$ cat src/sv/mbet_pkg.sv
// ----------------------------------------------------------------------------
// mbet_pkg: shared definitions for the escape-time pixel engine
// Register codes, reset values, field widths and the back-end state type.
// ----------------------------------------------------------------------------
package mbet_pkg;

	// default sizes handed to the top level
	localparam int COORD_WIDTH_DEF       = 32;
	localparam int PIXEL_INDEX_WIDTH_DEF = 12;

	// fixed field widths
	localparam int ORIGIN_W   = 32;
	localparam int STEP_W     = 31;
	localparam int ITER_W     = 16;
	localparam int HUE_W      = 9;
	localparam int CFG_IDX_W  = 3;
	localparam int CFG_DATA_W = 32;

	// limb width of the product units
	localparam int LIMB_W = 32;

	// depth of the queue between front and back
	localparam int QUEUE_DEPTH = 2;

	// hue wraps at one full turn
	localparam int HUE_MOD = 360;

	// register indexes
	localparam logic [CFG_IDX_W-1:0] REG_X_LEFT   = 3'd0;
	localparam logic [CFG_IDX_W-1:0] REG_Y_TOP    = 3'd1;
	localparam logic [CFG_IDX_W-1:0] REG_X_STEP   = 3'd2;
	localparam logic [CFG_IDX_W-1:0] REG_Y_STEP   = 3'd3;
	localparam logic [CFG_IDX_W-1:0] REG_MAX_ITER = 3'd4;

	// reset values (Q4.28)
	localparam logic [ORIGIN_W-1:0] X_LEFT_RST   = 32'hE000_0000;
	localparam logic [ORIGIN_W-1:0] Y_TOP_RST    = 32'hE800_0000;
	localparam logic [STEP_W-1:0]   X_STEP_RST   = 31'd419430;
	localparam logic [STEP_W-1:0]   Y_STEP_RST   = 31'd745654;
	localparam logic [ITER_W-1:0]   MAX_ITER_RST = 16'd1000;

	// viewport registers seen by the front end
	typedef struct packed {
		logic [ORIGIN_W-1:0] x_left;
		logic [ORIGIN_W-1:0] y_top;
		logic [STEP_W-1:0]   x_step;
		logic [STEP_W-1:0]   y_step;
	} view_cfg_t;

	// back-end sequencer
	typedef enum logic [2:0] {
		ST_IDLE,
		ST_MUL,
		ST_WAIT,
		ST_UPDATE,
		ST_DONE
	} core_state_t;

endpackage

$ cat src/sv/mbet_fifo.sv
// ----------------------------------------------------------------------------
// mbet_fifo: short item queue
// Register-based FIFO parting the coordinate front end from the iteration back.
// ----------------------------------------------------------------------------
module mbet_fifo #(
	parameter int WIDTH = 64,
	parameter int DEPTH = mbet_pkg::QUEUE_DEPTH
) (
	input  logic             clk,
	input  logic             arst_n,
	input  logic             push,
	input  logic [WIDTH-1:0] wdata,
	output logic             full,
	input  logic             pop,
	output logic             nonempty,
	output logic [WIDTH-1:0] rdata
);
	import mbet_pkg::*;

	localparam int PTR_W = (DEPTH > 1) ? $clog2(DEPTH) : 1;
	localparam int CNT_W = $clog2(DEPTH + 1);

	logic [WIDTH-1:0] mem_q [DEPTH];
	logic [PTR_W-1:0] wr_ptr_q;
	logic [PTR_W-1:0] rd_ptr_q;
	logic [CNT_W-1:0] cnt_q;
	logic             do_push;
	logic             do_pop;

	assign full     = (cnt_q == CNT_W'(DEPTH));
	assign nonempty = (cnt_q != '0);
	assign do_push  = push && !full;
	assign do_pop   = pop && nonempty;
	assign rdata    = mem_q[rd_ptr_q];

	// storage, no reset needed
	always_ff @(posedge clk) begin
		if (do_push) begin
			mem_q[wr_ptr_q] <= wdata;
		end
	end

	// pointers and fill count
	always_ff @(posedge clk or negedge arst_n) begin
		if (!arst_n) begin
			wr_ptr_q <= '0;
			rd_ptr_q <= '0;
			cnt_q    <= '0;
		end else begin
			if (do_push) begin
				wr_ptr_q <= (wr_ptr_q == PTR_W'(DEPTH - 1)) ? '0 : wr_ptr_q + 1'b1;
			end
			if (do_pop) begin
				rd_ptr_q <= (rd_ptr_q == PTR_W'(DEPTH - 1)) ? '0 : rd_ptr_q + 1'b1;
			end
			case ({do_push, do_pop})
				2'b10:   cnt_q <= cnt_q + 1'b1;
				2'b01:   cnt_q <= cnt_q - 1'b1;
				default: cnt_q <= cnt_q;
			endcase
		end
	end

endmodule

$ cat config.mk
export PLATFORM = sky130hd
export DESIGN_NAME = mbet_fifo
export DESIGN_NICKNAME = d
export VERILOG_FILES = /design/src/sv/mbet_pkg.sv /design/src/sv/mbet_fifo.sv
export SDC_FILE = /design/constraint.sdc
export NUM_CORES = 1
export LEC_CHECK = 0
export BUFFER_PORTS_ARGS = -buffer_cell sky130_fd_sc_hd__clkbuf_2
export CAP_MARGIN = 20
export CORE_UTILIZATION = 56
export DETAILED_ROUTE_END_ITERATION = 6
export PLACE_DENSITY = 0.84
export SLEW_MARGIN = 15
export SYNTH_ARGS = -nofsm -noshare
export SYNTH_HDL_FRONTEND = slang
export SYNTH_SLANG_ARGS = --single-unit
$ cat constraint.sdc
create_clock -name clk -period 7.4 [get_ports clk]
set_clock_uncertainty 0.2 [all_clocks]
set_input_delay 0.37 -clock clk [delete_from_list [all_inputs] [get_ports clk]]
set_output_delay 0.37 -clock clk [all_outputs]
set_load 0.05 [all_outputs]
After elaboration in Yosys (flattened, before gate mapping)

Memory sizes are Yosys's and may differ from the RTL's.
Index checks and enable logic that the tools add are counted.

RAM bits: 128
Logic and storage cells: 21
Flip-flop bits (word level): 4
Memories: 1

Equality and inequality tests: 3
Add/sub/neg operators: 4
Reduce and logical (&&, ||, !) cells: 5
Muxes and demuxes: 5

Memory list:

| memory | words | width | read ports | clocked after memory_dff | wr ports | RTL line        | RTL |
|---|---|---|---|---|---|---|---|
| mem_q  | 2     | 64    | 1          | 0                        | 1        | mbet_fifo.sv:23 | `logic [WIDTH-1:0] mem_q [DEPTH];` |

Operators by type and width:

| cell                  | number |
|---|---|
| $eq A2 B2 Y1 const B  | 2 |
| $mux W1               | 4 |
| $pmux W2 S2           | 1 |
| $reduce_bool A2 Y1    | 2 |
| $add A1 B1 Y1 const B | 2 |
| $add A2 B1 Y2 const B | 1 |
| $eq A2 B1 Y1 const B  | 1 |
| $logic_and A1 B1 Y1   | 2 |
| $sub A2 B1 Y2 const B | 1 |
| $logic_not A1 Y1      | 1 |

Longest topological paths before layout

Word-level depth: 5
Gate-level depth with buffers: 6
Depth with buffers taken out: 6

Worst setup path before layout

No wires, ideal clock.

Path type: reg2reg
Start point: register cnt_q[0]
End point: memory mem_q[0][0], enable pin
Setup slack: 3408 ps
Arrival: 3306 ps
Cell stages (with the launch flop): 4
Path through: dfrtp_1 -> nand2b_1 -> nand2_1 -> nor2_1

Word-level cells in the longest chain between the ends: 5

Ends and longest elaborated chain:

| item                          | RTL line        | RTL |
|---|---|---|
| start, declared               | mbet_fifo.sv:26 | `logic [CNT_W-1:0] cnt_q;` |
| start signal, assigned        | mbet_fifo.sv:57 | `2'b10: cnt_q <= cnt_q + 1'b1;` |
| start signal, assigned        | mbet_fifo.sv:58 | `2'b01: cnt_q <= cnt_q - 1'b1;` |
| start signal, assigned        | mbet_fifo.sv:59 | `default: cnt_q <= cnt_q;` |
| $eq A2 B2 Y1                  | mbet_fifo.sv:30 | `assign full = (cnt_q == CNT_W'(DEPTH));` |
| $logic_not A1 Y1              | mbet_fifo.sv:32 | `assign do_push = push && !full;` |
| $logic_and A1 B1 Y1           | mbet_fifo.sv:32 |  |
| $mux W1                       | mbet_fifo.sv:38 | `if (do_push) begin` |
| $mux W1 (implied by the code) | mbet_fifo.sv:39 | `mem_q[wr_ptr_q] <= wdata;` |
| end, declared                 | mbet_fifo.sv:23 |  |

No other way between the ends.

Worst setup path in the final report

Start point: register rd_ptr_q
End point: output port rdata[47]

Word-level cells in the longest chain between the ends: 1

Ends and longest elaborated chain:

| item                   | RTL line        | RTL |
|---|---|---|
| start, declared        | mbet_fifo.sv:25 | `logic [PTR_W-1:0] rd_ptr_q;` |
| start signal, assigned | mbet_fifo.sv:54 | `rd_ptr_q <= (rd_ptr_q == PTR_W'(DEPTH - 1)) ? '0 : rd_ptr_q + 1'b1;` |
| $mem_v2 Z2 W64         | --              |  |
| end, declared          | mbet_fifo.sv:16 | `output logic [WIDTH-1:0] rdata` |

No other way between the ends.

==> flow_metrics.tcl <==
set metrics [dict create \
    reg2reg_to "mem_q[0][19]" \
    port_buffers 133 \
    seq_area_um2 3950 \
    tns_ns 0 \
    final_cell_mix "clkbuf_2, edfxtp_1, dlygate4sd3_1" \
    vias 2783 \
    drive_gt1_frac 0.528 \
    intPower_mw 2.00 \
    multi_input_area_um2 1010 \
    grt_pass1_vias 3083 \
    min_from "push" \
    cts_tree "done" \
    worstMarginPinSlew_ns 0.667 \
    finalHoldViolCount 0 \
    final_core_util 0.814 \
    grt_first_pass_wirelength_um 15300 \
    status "completed" \
    start_kind "flop" \
    period_share 0.368 \
    rows 34 \
    cts_resized 0 \
    ys_warn_count 0 \
    power_frac_clock 0.264 \
    io_pins 134 \
    whs_ns 0.0619 \
    ys_seq_elements 132 \
    max_clock_freq_mhz 367 \
    routedWlPerCell_um 17.8 \
    cp.arrival_ns 2.15 \
    routed_wl_um 9830 \
    cts.clk_slew.worst_paths_ns 0.06 \
    ant_nets 0 \
    drcViolationCount 0 \
    yosysSeqAreaShare 0.785 \
    worst_path_dominant_cell_family "flip-flops" \
    root_buffer "clkbuf_8" \
    clk_latency_ns 0.50 \
    drt_iter0_markers 84 \
    vias_per_cell 5.03 \
    crit_chain "buf_16 > mux2_2 > clkbuf_2" \
    crit_fanout 47 \
    synth_largest_area_cell "edfxtp_1" \
    dieArea_um2 9350 \
    nets 501 \
    syn_area_um2 5020 \
    synth_top_area_frac 0.765 \
    synth_nets 286 \
    rr_startpoint "cnt_q[0]" \
    syn_inst 217 \
    final_max_slew_viol_count 0 \
    diodes 0 \
    fillers 432 \
    p_sw_frac 0.390 \
    rsz0062_at_grt "no" \
    layout_setup_ws_ns 4.68 \
    track_usage 0.222 \
    r2r_cells 4 \
    endpoint_kind "output port" \
    p_per_area_nw_per_um2 461 \
    cpMaxStageDelayCell "dfrtp_4" \
    synth_cell_types 16 \
    cts.sinks 132 \
    p_comb_frac 0.398 \
    path_buf_inv 2 \
    initial_core_util 0.576 \
    coreArea_um2 8720 \
    ir_drop_mv 0.300 \
    clk_path_buf_depth 2 \
    gr-total-overflow 0 \
    maxCapViolCount 0 \
    area_growth_pct 41.3 \
    final_common_cell "clkbuf_2" \
    post_cts_buffers 0 \
    worstHoldPathType "primary input to flop" \
    first_pass_iters 4 \
    min_delay_path_depth 3 \
    h-tree-depth 4 \
    min_period_ns 2.72 \
    power.share.sequential 0.338 \
    crit_start "rd_ptr_q" \
    p_leak_nw 2.90 \
    critical_path_required_ns 6.83 \
    synth.avg_cell_area_um2 23.2 \
    place_hpwl_um 5130 \
    die_w_um 96.7 \
    die_h_um 96.7 \
    critical_path_class "flop to output port" \
    relSlewSlack 0.555 \
    antenna_found_initial 0 \
    place_congestion 0.784 \
    grt_start_max_net_pins 66 \
    r2r_slack_ns 4.93 \
    hold_path_end "wr_ptr_q" \
    max_stage_delay_ns 0.65 \
    setup_viol 0 \
    dp_slack_ns 4.93 \
    power.switching_mw 1.28 \
    cts_buffers 17 \
    ys_top_cells_by_area "edfxtp_1, mux2_4, mux2_2" \
]
==> tightest hold or removal path, cell delays in order <==
cell      delay (ns)
clkbuf_2        0.10
nand2_1         0.16
xnor2_1         0.09
==> area by class of cell <==
type | instances | area share
Clock inverter | 14 | 0.0284
Clock buffer | 18 | 0.0589
Multi-Input combinational cell | 77 | 0.143
Tap cell | 108 | 0.0190
Sequential cell | 132 | 0.556
Timing Repair Buffer | 203 | 0.194
Inverter | 1 | 0.000529
==> cell usage after synthesis <==
master	n
nand2_1	1
nand2b_1	1
or2_1	1
and3_1	1
buf_2	1
edfxtp_1	128
and2_4	1
nor2_1	2
xor2_1	2
ha_1	1
dfrtp_1	4
mux2_4	50
mux2_2	14
inv_1	1
buf_6	6
xnor2_1	3
==> sequential cells by signal, indices dropped and copies added, names as in the netlist <==
name / flops
wr_ptr_q: 1
cnt_q: 2
rd_ptr_q: 1
mem_q: 128
==> cells by family after synthesis <==
family | Yosys count | share of synthesized area
flops | 132 | 0.785
mux | 64 | 0.181
buf+inv | 8 | 0.0152
simple gates | 7 | 0.00772
xor+xnor | 5 | 0.00872
fa+ha+maj | 1 | 0.00249
==> worst max-delay path by stage <==
stage	to	cells past startpoint
6_report	rdata[47]	3
5_1_grt	rdata[47]	3
4_1_cts	rdata[48]	2
3_5_place_dp	mem_q[0][0]	4
3_3_place_gp	rdata[49]	2
2_1_floorplan	mem_q[0][0]	3
==> layer usage <==
layer	global-route usage	vias up	routed length [µm]
li1	-	1292	-
met1	0.240	1366	3770
met2	0.405	104	5450
met3	0.0614	21	421
met4	0.0964	0	193
met5	0	-	0
==> power by group through the flow <==
stage | Clock, mW | Combinational, mW | Sequential, mW
after floorplan | 0 | 1.09 | 1.08
after global placement | 0 | 1.19 | 1.17
after detailed placement | 0 | 1.20 | 1.18
after CTS | 0.869 | 1.23 | 1.17
after global routing | 0.906 | 1.35 | 1.12
final | 0.863 | 1.30 | 1.11
==> metrics by stage <==
step / std cells / instance area [µm²] / power (mW)
2_1_floorplan: 217 / 5020 / 2.17
3_3_place_gp: 453 / 5780 / 2.36
3_5_place_dp: 453 / 5780 / 2.38
4_1_cts: 552 / 7070 / 3.27
5_1_grt: 553 / 7100 / 3.38
6_report: 553 / 7100 / 3.27
==> what timing repair did <==
| action | CTS | global route |
|---|---|---|
| endpoints found under the hold margin | 133 | 0 |
| setup endpoints to repair | 0 | 0 |
| hold buffers | 67 | 0 |
Power figures use the tool's default switching activity.
