File: src/sv/mbet_pkg.sv
// ----------------------------------------------------------------------------
// mbet_pkg: shared definitions for the escape-time pixel engine
// Register codes, reset values, field widths and the back-end state type.
// ----------------------------------------------------------------------------
package mbet_pkg;

	// default sizes handed to the top level
	localparam int COORD_WIDTH_DEF       = 32;
	localparam int PIXEL_INDEX_WIDTH_DEF = 12;

	// fixed field widths
	localparam int ORIGIN_W   = 32;
	localparam int STEP_W     = 31;
	localparam int ITER_W     = 16;
	localparam int HUE_W      = 9;
	localparam int CFG_IDX_W  = 3;
	localparam int CFG_DATA_W = 32;

	// limb width of the product units
	localparam int LIMB_W = 32;

	// depth of the queue between front and back
	localparam int QUEUE_DEPTH = 2;

	// hue wraps at one full turn
	localparam int HUE_MOD = 360;

	// register indexes
	localparam logic [CFG_IDX_W-1:0] REG_X_LEFT   = 3'd0;
	localparam logic [CFG_IDX_W-1:0] REG_Y_TOP    = 3'd1;
	localparam logic [CFG_IDX_W-1:0] REG_X_STEP   = 3'd2;
	localparam logic [CFG_IDX_W-1:0] REG_Y_STEP   = 3'd3;
	localparam logic [CFG_IDX_W-1:0] REG_MAX_ITER = 3'd4;

	// reset values (Q4.28)
	localparam logic [ORIGIN_W-1:0] X_LEFT_RST   = 32'hE000_0000;
	localparam logic [ORIGIN_W-1:0] Y_TOP_RST    = 32'hE800_0000;
	localparam logic [STEP_W-1:0]   X_STEP_RST   = 31'd419430;
	localparam logic [STEP_W-1:0]   Y_STEP_RST   = 31'd745654;
	localparam logic [ITER_W-1:0]   MAX_ITER_RST = 16'd1000;

	// viewport registers seen by the front end
	typedef struct packed {
		logic [ORIGIN_W-1:0] x_left;
		logic [ORIGIN_W-1:0] y_top;
		logic [STEP_W-1:0]   x_step;
		logic [STEP_W-1:0]   y_step;
	} view_cfg_t;

	// back-end sequencer
	typedef enum logic [2:0] {
		ST_IDLE,
		ST_MUL,
		ST_WAIT,
		ST_UPDATE,
		ST_DONE
	} core_state_t;

endpackage

File: src/sv/mbet_front.sv
// ----------------------------------------------------------------------------
// mbet_front: pixel coordinate front end
// Accepts column/row items, scales them by the step registers and pushes
// the point c in internal fixed point into the queue.
// ----------------------------------------------------------------------------
module mbet_front #(
	parameter int COORD_WIDTH       = mbet_pkg::COORD_WIDTH_DEF,
	parameter int PIXEL_INDEX_WIDTH = mbet_pkg::PIXEL_INDEX_WIDTH_DEF
) (
	input  logic                           clk,
	input  logic                           arst_n,
	input  mbet_pkg::view_cfg_t            cfg,
	input  logic                           in_valid,
	output logic                           in_stall,
	input  logic [PIXEL_INDEX_WIDTH-1:0]   column,
	input  logic [PIXEL_INDEX_WIDTH-1:0]   row,
	output logic                           q_push,
	output logic [2*COORD_WIDTH-1:0]       q_data,
	input  logic                           q_full
);
	import mbet_pkg::*;

	localparam int CW     = COORD_WIDTH;
	localparam int PROD_W = PIXEL_INDEX_WIDTH + STEP_W;
	localparam int RAW_W  = PROD_W + 2;

	localparam logic signed [RAW_W-1:0] RAW_MAX = RAW_W'((64'sd1 <<< 31) - 64'sd1);
	localparam logic signed [RAW_W-1:0] RAW_MIN = -RAW_MAX - RAW_W'(1);

	logic              s1_vld_q;
	logic [PROD_W-1:0] prod_x_s1;
	logic [PROD_W-1:0] prod_y_s1;
	logic              accept;
	logic [31:0]       cx32;
	logic [31:0]       cy32;
	logic [CW-1:0]     cx;
	logic [CW-1:0]     cy;

	// origin + index*step, clamped to the 32-bit Q4.28 range
	function automatic logic [31:0] clamp_coord(input logic [ORIGIN_W-1:0] origin,
			input logic [PROD_W-1:0] prod);
		logic signed [RAW_W-1:0] raw;
		raw = RAW_W'($signed(origin)) + $signed({2'b00, prod});
		if (raw > RAW_MAX) begin
			return 32'h7FFF_FFFF;
		end else if (raw < RAW_MIN) begin
			return 32'h8000_0000;
		end
		return raw[31:0];
	endfunction

	assign in_stall = s1_vld_q && q_full;
	assign accept   = in_valid && !in_stall;
	assign q_push   = s1_vld_q;

	// stage 1: index times step
	always_ff @(posedge clk) begin
		if (accept) begin
			prod_x_s1 <= column * cfg.x_step;
			prod_y_s1 <= row * cfg.y_step;
		end
	end

	always_ff @(posedge clk or negedge arst_n) begin
		if (!arst_n) begin
			s1_vld_q <= 1'b0;
		end else if (accept) begin
			s1_vld_q <= 1'b1;
		end else if (!q_full) begin
			s1_vld_q <= 1'b0;
		end
	end

	// add origin and clamp
	assign cx32 = clamp_coord(cfg.x_left, prod_x_s1);
	assign cy32 = clamp_coord(cfg.y_top, prod_y_s1);

	// scale Q4.28 to the internal Q4 format
	generate
		if (CW >= 32) begin : g_widen
			assign cx = CW'($signed(cx32)) <<< (CW - 32);
			assign cy = CW'($signed(cy32)) <<< (CW - 32);
		end else begin : g_narrow
			assign cx = CW'($signed(cx32) >>> (32 - CW));
			assign cy = CW'($signed(cy32) >>> (32 - CW));
		end
	endgenerate

	assign q_data = {cx, cy};

endmodule

File: config.mk
export PLATFORM = sky130hd
export DESIGN_NAME = mbet_front
export DESIGN_NICKNAME = d
export VERILOG_FILES = /design/src/sv/mbet_pkg.sv /design/src/sv/mbet_front.sv
export SDC_FILE = /design/constraint.sdc
export NUM_CORES = 2
export LEC_CHECK = 0
export BUFFER_PORTS_ARGS = -buffer_cell sky130_fd_sc_hd__buf_2
export CORE_MARGIN = 2
export CORE_UTILIZATION = 35
export DETAILED_ROUTE_END_ITERATION = 16
export HOLD_SLACK_MARGIN = 0.03
export PLACE_DENSITY = 0.62
export SLEW_MARGIN = 20
export SYNTH_ARGS = -nofsm -noshare
export SYNTH_HDL_FRONTEND = slang
export SYNTH_SLANG_ARGS = --single-unit
File: constraint.sdc
create_clock -name clk -period 5.7 [get_ports clk]
set_clock_uncertainty 0.15 [all_clocks]
set_input_delay 1.14 -clock clk [delete_from_list [all_inputs] [get_ports clk]]
set_output_delay 1.14 -clock clk [all_outputs]
set_load 0.01 [all_outputs]
Word level (Yosys, flattened, before mapping)
Index checks and enable logic that the tools add are counted.
{"block": "totals", "regBits": 87, "latch_bits": 0, "ramBits": 0, "romBits": 0, "inputBits": 154, "out_inout_bits": 66, "elab_cells": 27, "mem_count": 0}
{"block": "classes", "add_sub_neg": 2, "mul": 2, "div": 0, "order_cmp": 4, "eq_ne": 1, "shifts": 0, "muxes": 12, "n_bitwise": 0, "n_reduce_logical": 3}
{"cell": "$mux 32", "count": 6}
{"cell": "$add 32x44->45", "count": 2}
{"cell": "$gt 45x32->1 const B", "count": 2}
{"cell": "$lt 45x32->1 const B", "count": 2}
{"cell": "$mul 12x31->43", "count": 2}
{"cell": "$mux 1", "count": 6}
{"cell": "$logic_and 1x1->1", "count": 2}
{"cell": "$ne 2x1->1 const B", "count": 1}
{"cell": "$logic_not 1->1", "count": 1}

Logic depth before layout (Yosys ltp)
{"block": "depth", "ltp_word": 5, "depth_mapped": 24, "ltp_nobuf": 23}

Worst setup path after synthesis
No wires, ideal clock.
{"block": "synth_path", "path_type": "in2reg", "startpoint": "input cfg[36] (netlist name)", "endpoint": "register prod_x_s1[42] (data pin)", "setup_ns": 0.260, "arrival_ns": 6.754, "required_time_ns": 5.290, "setup_slack_ns": -1.463, "path_stages": 22, "n_path_buf": 1, "path_cell_list": "clkbuf_1 > nand2_1 > fa_1 > fa_1 > inv_1 > fa_1 > fa_1 > inv_1 > fa_1 > inv_1 > ha_1 > o211ai_1 > a21oi_1 > o41ai_1 > o21ai_0 > a22oi_1 > o311a_1 > o41ai_1 > a311o_1 > a221o_1 > a21oi_1 > xnor2_1"}
{"block": "synth_via", "elab_chain_len": 1}
{"element": "start: declaration", "line": "mbet_front.sv:12", "rtl": "input mbet_pkg::view_cfg_t cfg,"}
{"element": "$mul 12x31->43", "line": "mbet_front.sv:59", "rtl": "prod_x_s1 <= column * cfg.x_step;"}
{"element": "end signal: assignment", "line": "mbet_front.sv:59"}
{"element": "end: declaration", "line": "mbet_front.sv:31", "rtl": "logic [PROD_W-1:0] prod_x_s1;"}
Every way passes these cells.
A chain may end at the register's enable or synchronous reset.

Final worst setup path
{"block": "layout_path", "startpoint": "input row[6]", "endpoint": "register prod_y_s1[39] (data pin)"}
{"block": "layout_via", "elab_chain_len": 1}
{"element": "start: declaration", "line": "mbet_front.sv:16", "rtl": "input logic [PIXEL_INDEX_WIDTH-1:0] row,"}
{"element": "$mul 12x31->43", "line": "mbet_front.sv:60", "rtl": "prod_y_s1 <= row * cfg.y_step;"}
{"element": "end signal: assignment", "line": "mbet_front.sv:60"}
{"element": "end: declaration", "line": "mbet_front.sv:32", "rtl": "logic [PROD_W-1:0] prod_y_s1;"}
Every way passes these cells.

==> flow_metrics.py <==
metrics = {
    "floorplan": {
        "initial_core_util_pct": 35.44,
        "dieArea_um2": 90640,
        "ios": 220,
        "core-area_um2": 87160,
        "die_w_um": 301.1,
        "rows": 108,
        "die_h_um": 301.1,
    },
    "synthesis": {
        "yosys_warnings": 0,
        "async_flop_share_pct": 1.149,
        "syn_area_per_cell_um2": 8.516,
        "seq_area_frac_synth_pct": 8.442,
        "yosys-top-cells-area": "fa_1 38%, ha_1 10%, inv_1 8.5%",
        "ys_types": 72,
        "synth.most_common_cell": "inv_1",
        "ys_ff_latch": 87,
        "syn-cell-area_um2": 30890,
        "synth_top_area_share_pct": 37.72,
        "yosys_most_used_dff": "edfxtp_1",
        "synth_edf_count": 86,
        "ys_top_cells_by_count": "701 x inv_1, 630 x nand2_1, 582 x fa_1",
        "synth_top_area_cell": "fa_1",
        "postSynthCellCount": 3627,
        "synth.net_count": 4613,
    },
    "layout": {
        "drive_gt1_share_pct": 32.58,
        "syn2layout_area_growth_pct": 38.02,
        "nets": 5388,
    },
    "setup_path": {
        "path_max_fanout": 6,
        "r2r.worst_path.cells": 3,
        "arrival_ps": 6490,
        "critPathMostFrequentCell": "fa_1",
        "crit_path_start_kind": "input port",
        "worst-path-buf-inv": 8,
        "worst_setup_path_end_kind": "flip-flop",
        "path_delay_family": "adder cells",
        "cpMaxStageDelayCell": "fa_1",
        "ff2ff_setup_slack_ps": 3790,
        "required_ps": 5670,
        "crit_cells": 26,
        "criticalPathCategory": "input port to flip-flop",
        "cp_slowest_stage_delay_ps": 570,
    },
    "sta": {
        "report.final.slew_viol_count": 0,
        "layout_min_cycle_time_ps": 6522,
        "layout_setup_ws_ps": -822.2,
        "worst_pin_slew_ps": 866.3,
        "fmax_ghz": 0.1533,
        "rsz0062_at_grt": "yes",
        "final_hold_viol_count": 0,
        "final-setup-viol-count": 79,
        "max-slew-margin-rel_pct": 42.25,
        "fin_crit_sh_pct": 114.4,
    },
    "grt": {
        "grt_max_degree": 87,
        "grt_usage_pct": 19.80,
        "grt_pass1_wl_um": 145100,
        "overflow": 0,
        "antenna_found_initial": 9,
        "grt_pass1_vias": 28130,
    },
    "placement": {
        "dp_slack_ps": -1494,
        "io_buffers": 219,
        "dp_hpwl_um": 73410,
        "place_congestion": 0.9155,
    },
    "clock_network": {
        "clock_latency_ps": 370,
        "cts_sinks": 87,
        "clk_pin_slew_ps": 70,
        "cts.path.max_buffers": 2,
        "cts_tree": "yes",
        "cts_made_buffers": 9,
        "cts-root-buf": "clkbuf_16",
        "cts_hold_buf": 0,
        "cts.htree.levels": 3,
    },
    "routing": {
        "wl_um": 90590,
        "wl_per_cell_um": 16.28,
        "ant_nets": 0,
        "drt_pass1_iterations": 5,
        "vias_per_cell": 4.915,
        "remaining_drc_errors": 0,
        "num_vias": 27350,
        "initialDrtViolationCount": 1506,
    },
    "flow_run": {
        "maxCapViolations": 0,
    },
    "outcome": {
        "violations": "setup timing",
        "status": "finished, violations left",
    },
    "worst_hold_path": {
        "hold_path_class": "input port to async pin",
    },
}
==> layer usage <==
metal  track usage (%)  up-vias  wire length (um)  part of all wire, %
met5                 0        -                83                0.092
met4             4.892       14              2476                  2.7
met3             2.168      124              4095                  4.5
met2             33.02      653             43140                   48
met1             27.48    13650             40790                   45
li1                  -    12910                 -                    -
==> cell type report <==
class / instances / area (um2)
Fill cell: 8003 / 44530
Sequential cell: 87 / 2608
Multi-Input combinational cell: 2659 / 27560
Tap cell: 1155 / 1445
Clock inverter: 7 / 71.32
Antenna cell: 3 / 7.507
Timing Repair Buffer: 944 / 8078
Inverter: 701 / 2634
Clock buffer: 9 / 225.2
==> worst reg2reg max path, cell delays in order, from the launching register on <==
cell and delay [ps]:
dfrtp_1 370, and2_1 180, nor2b_4 120, buf_6 530
==> cells by family (layout without fill, tap and decap cells) <==
family	Yosys count	count (layout)	synth area share, %
buffers and inverters	881	1661	10.78
other	0	3	0
and+or+nand+nor	1101	1101	16.55
xor gates and xnor gates	149	149	4.225
DFF	87	87	8.442
muxes	4	4	0.1377
adders and majority gates	832	832	47.85
AOI/OAI and AO/OA	573	573	12.01
==> state kept, by name, summed over array words and instances, names as in the netlist <==
signal,flops
q_push,1
prod_y_s1,43
prod_x_s1,43
==> path summary, 6_finish.rpt <==
path	from	endpoint
min in group clk	q_push	q_push
hold / removal	arst_n	q_push
max in group asynchronous	arst_n	q_push
setup reg to reg	q_push	prod_x_s1[26]
setup / recovery	row[6]	prod_y_s1[39]
hold reg to reg	q_push	q_push
==> per-stage QoR <==
step	area [um2]	cells	setup TNS, ps	hold slack (ps)	utilization, %
4_1_cts	41020	5526	-27720	352.2	47.07
3_3_place_gp	37990	5431	-69110	517.2	43.59
5_1_grt	42620	5563	-42330	356.7	48.90
6_report	42630	5565	-29770	374.0	48.91
2_1_floorplan	31710	3627	-16840	597.5	-
3_5_place_dp	37990	5431	-74460	525.2	43.59
==> cells in the final DEF (no fill, tap or decap), types with 28 or more instances in the layout <==
cell type and count:
fa_2 35, a21oi_2 55, ha_1 186, fa_1 547
nand2_2 36, buf_6 98, nand2_1 576, ha_4 59
a21oi_1 105, a21o_1 101, buf_12 38, xnor2_1 82
inv_1 658, nand4_1 29, and2_1 195, inv_2 42
o21ai_2 48, xor2_1 45, edfxtp_1 86, and2_4 28
o21ai_0 49, buf_4 596, buf_2 167, nor2_1 74
==> repair_timing <==
action                                  in CTS  in global routing
gates resized for setup                    440                315
setup buffers                               75                 56
pin swaps                                  175                222
cloned                                      16                  5
endpoints found under the setup margin     116                119
Power is not shown: default switching activity piles up to over one toggle a cycle in this logic, so the estimate is an artifact.
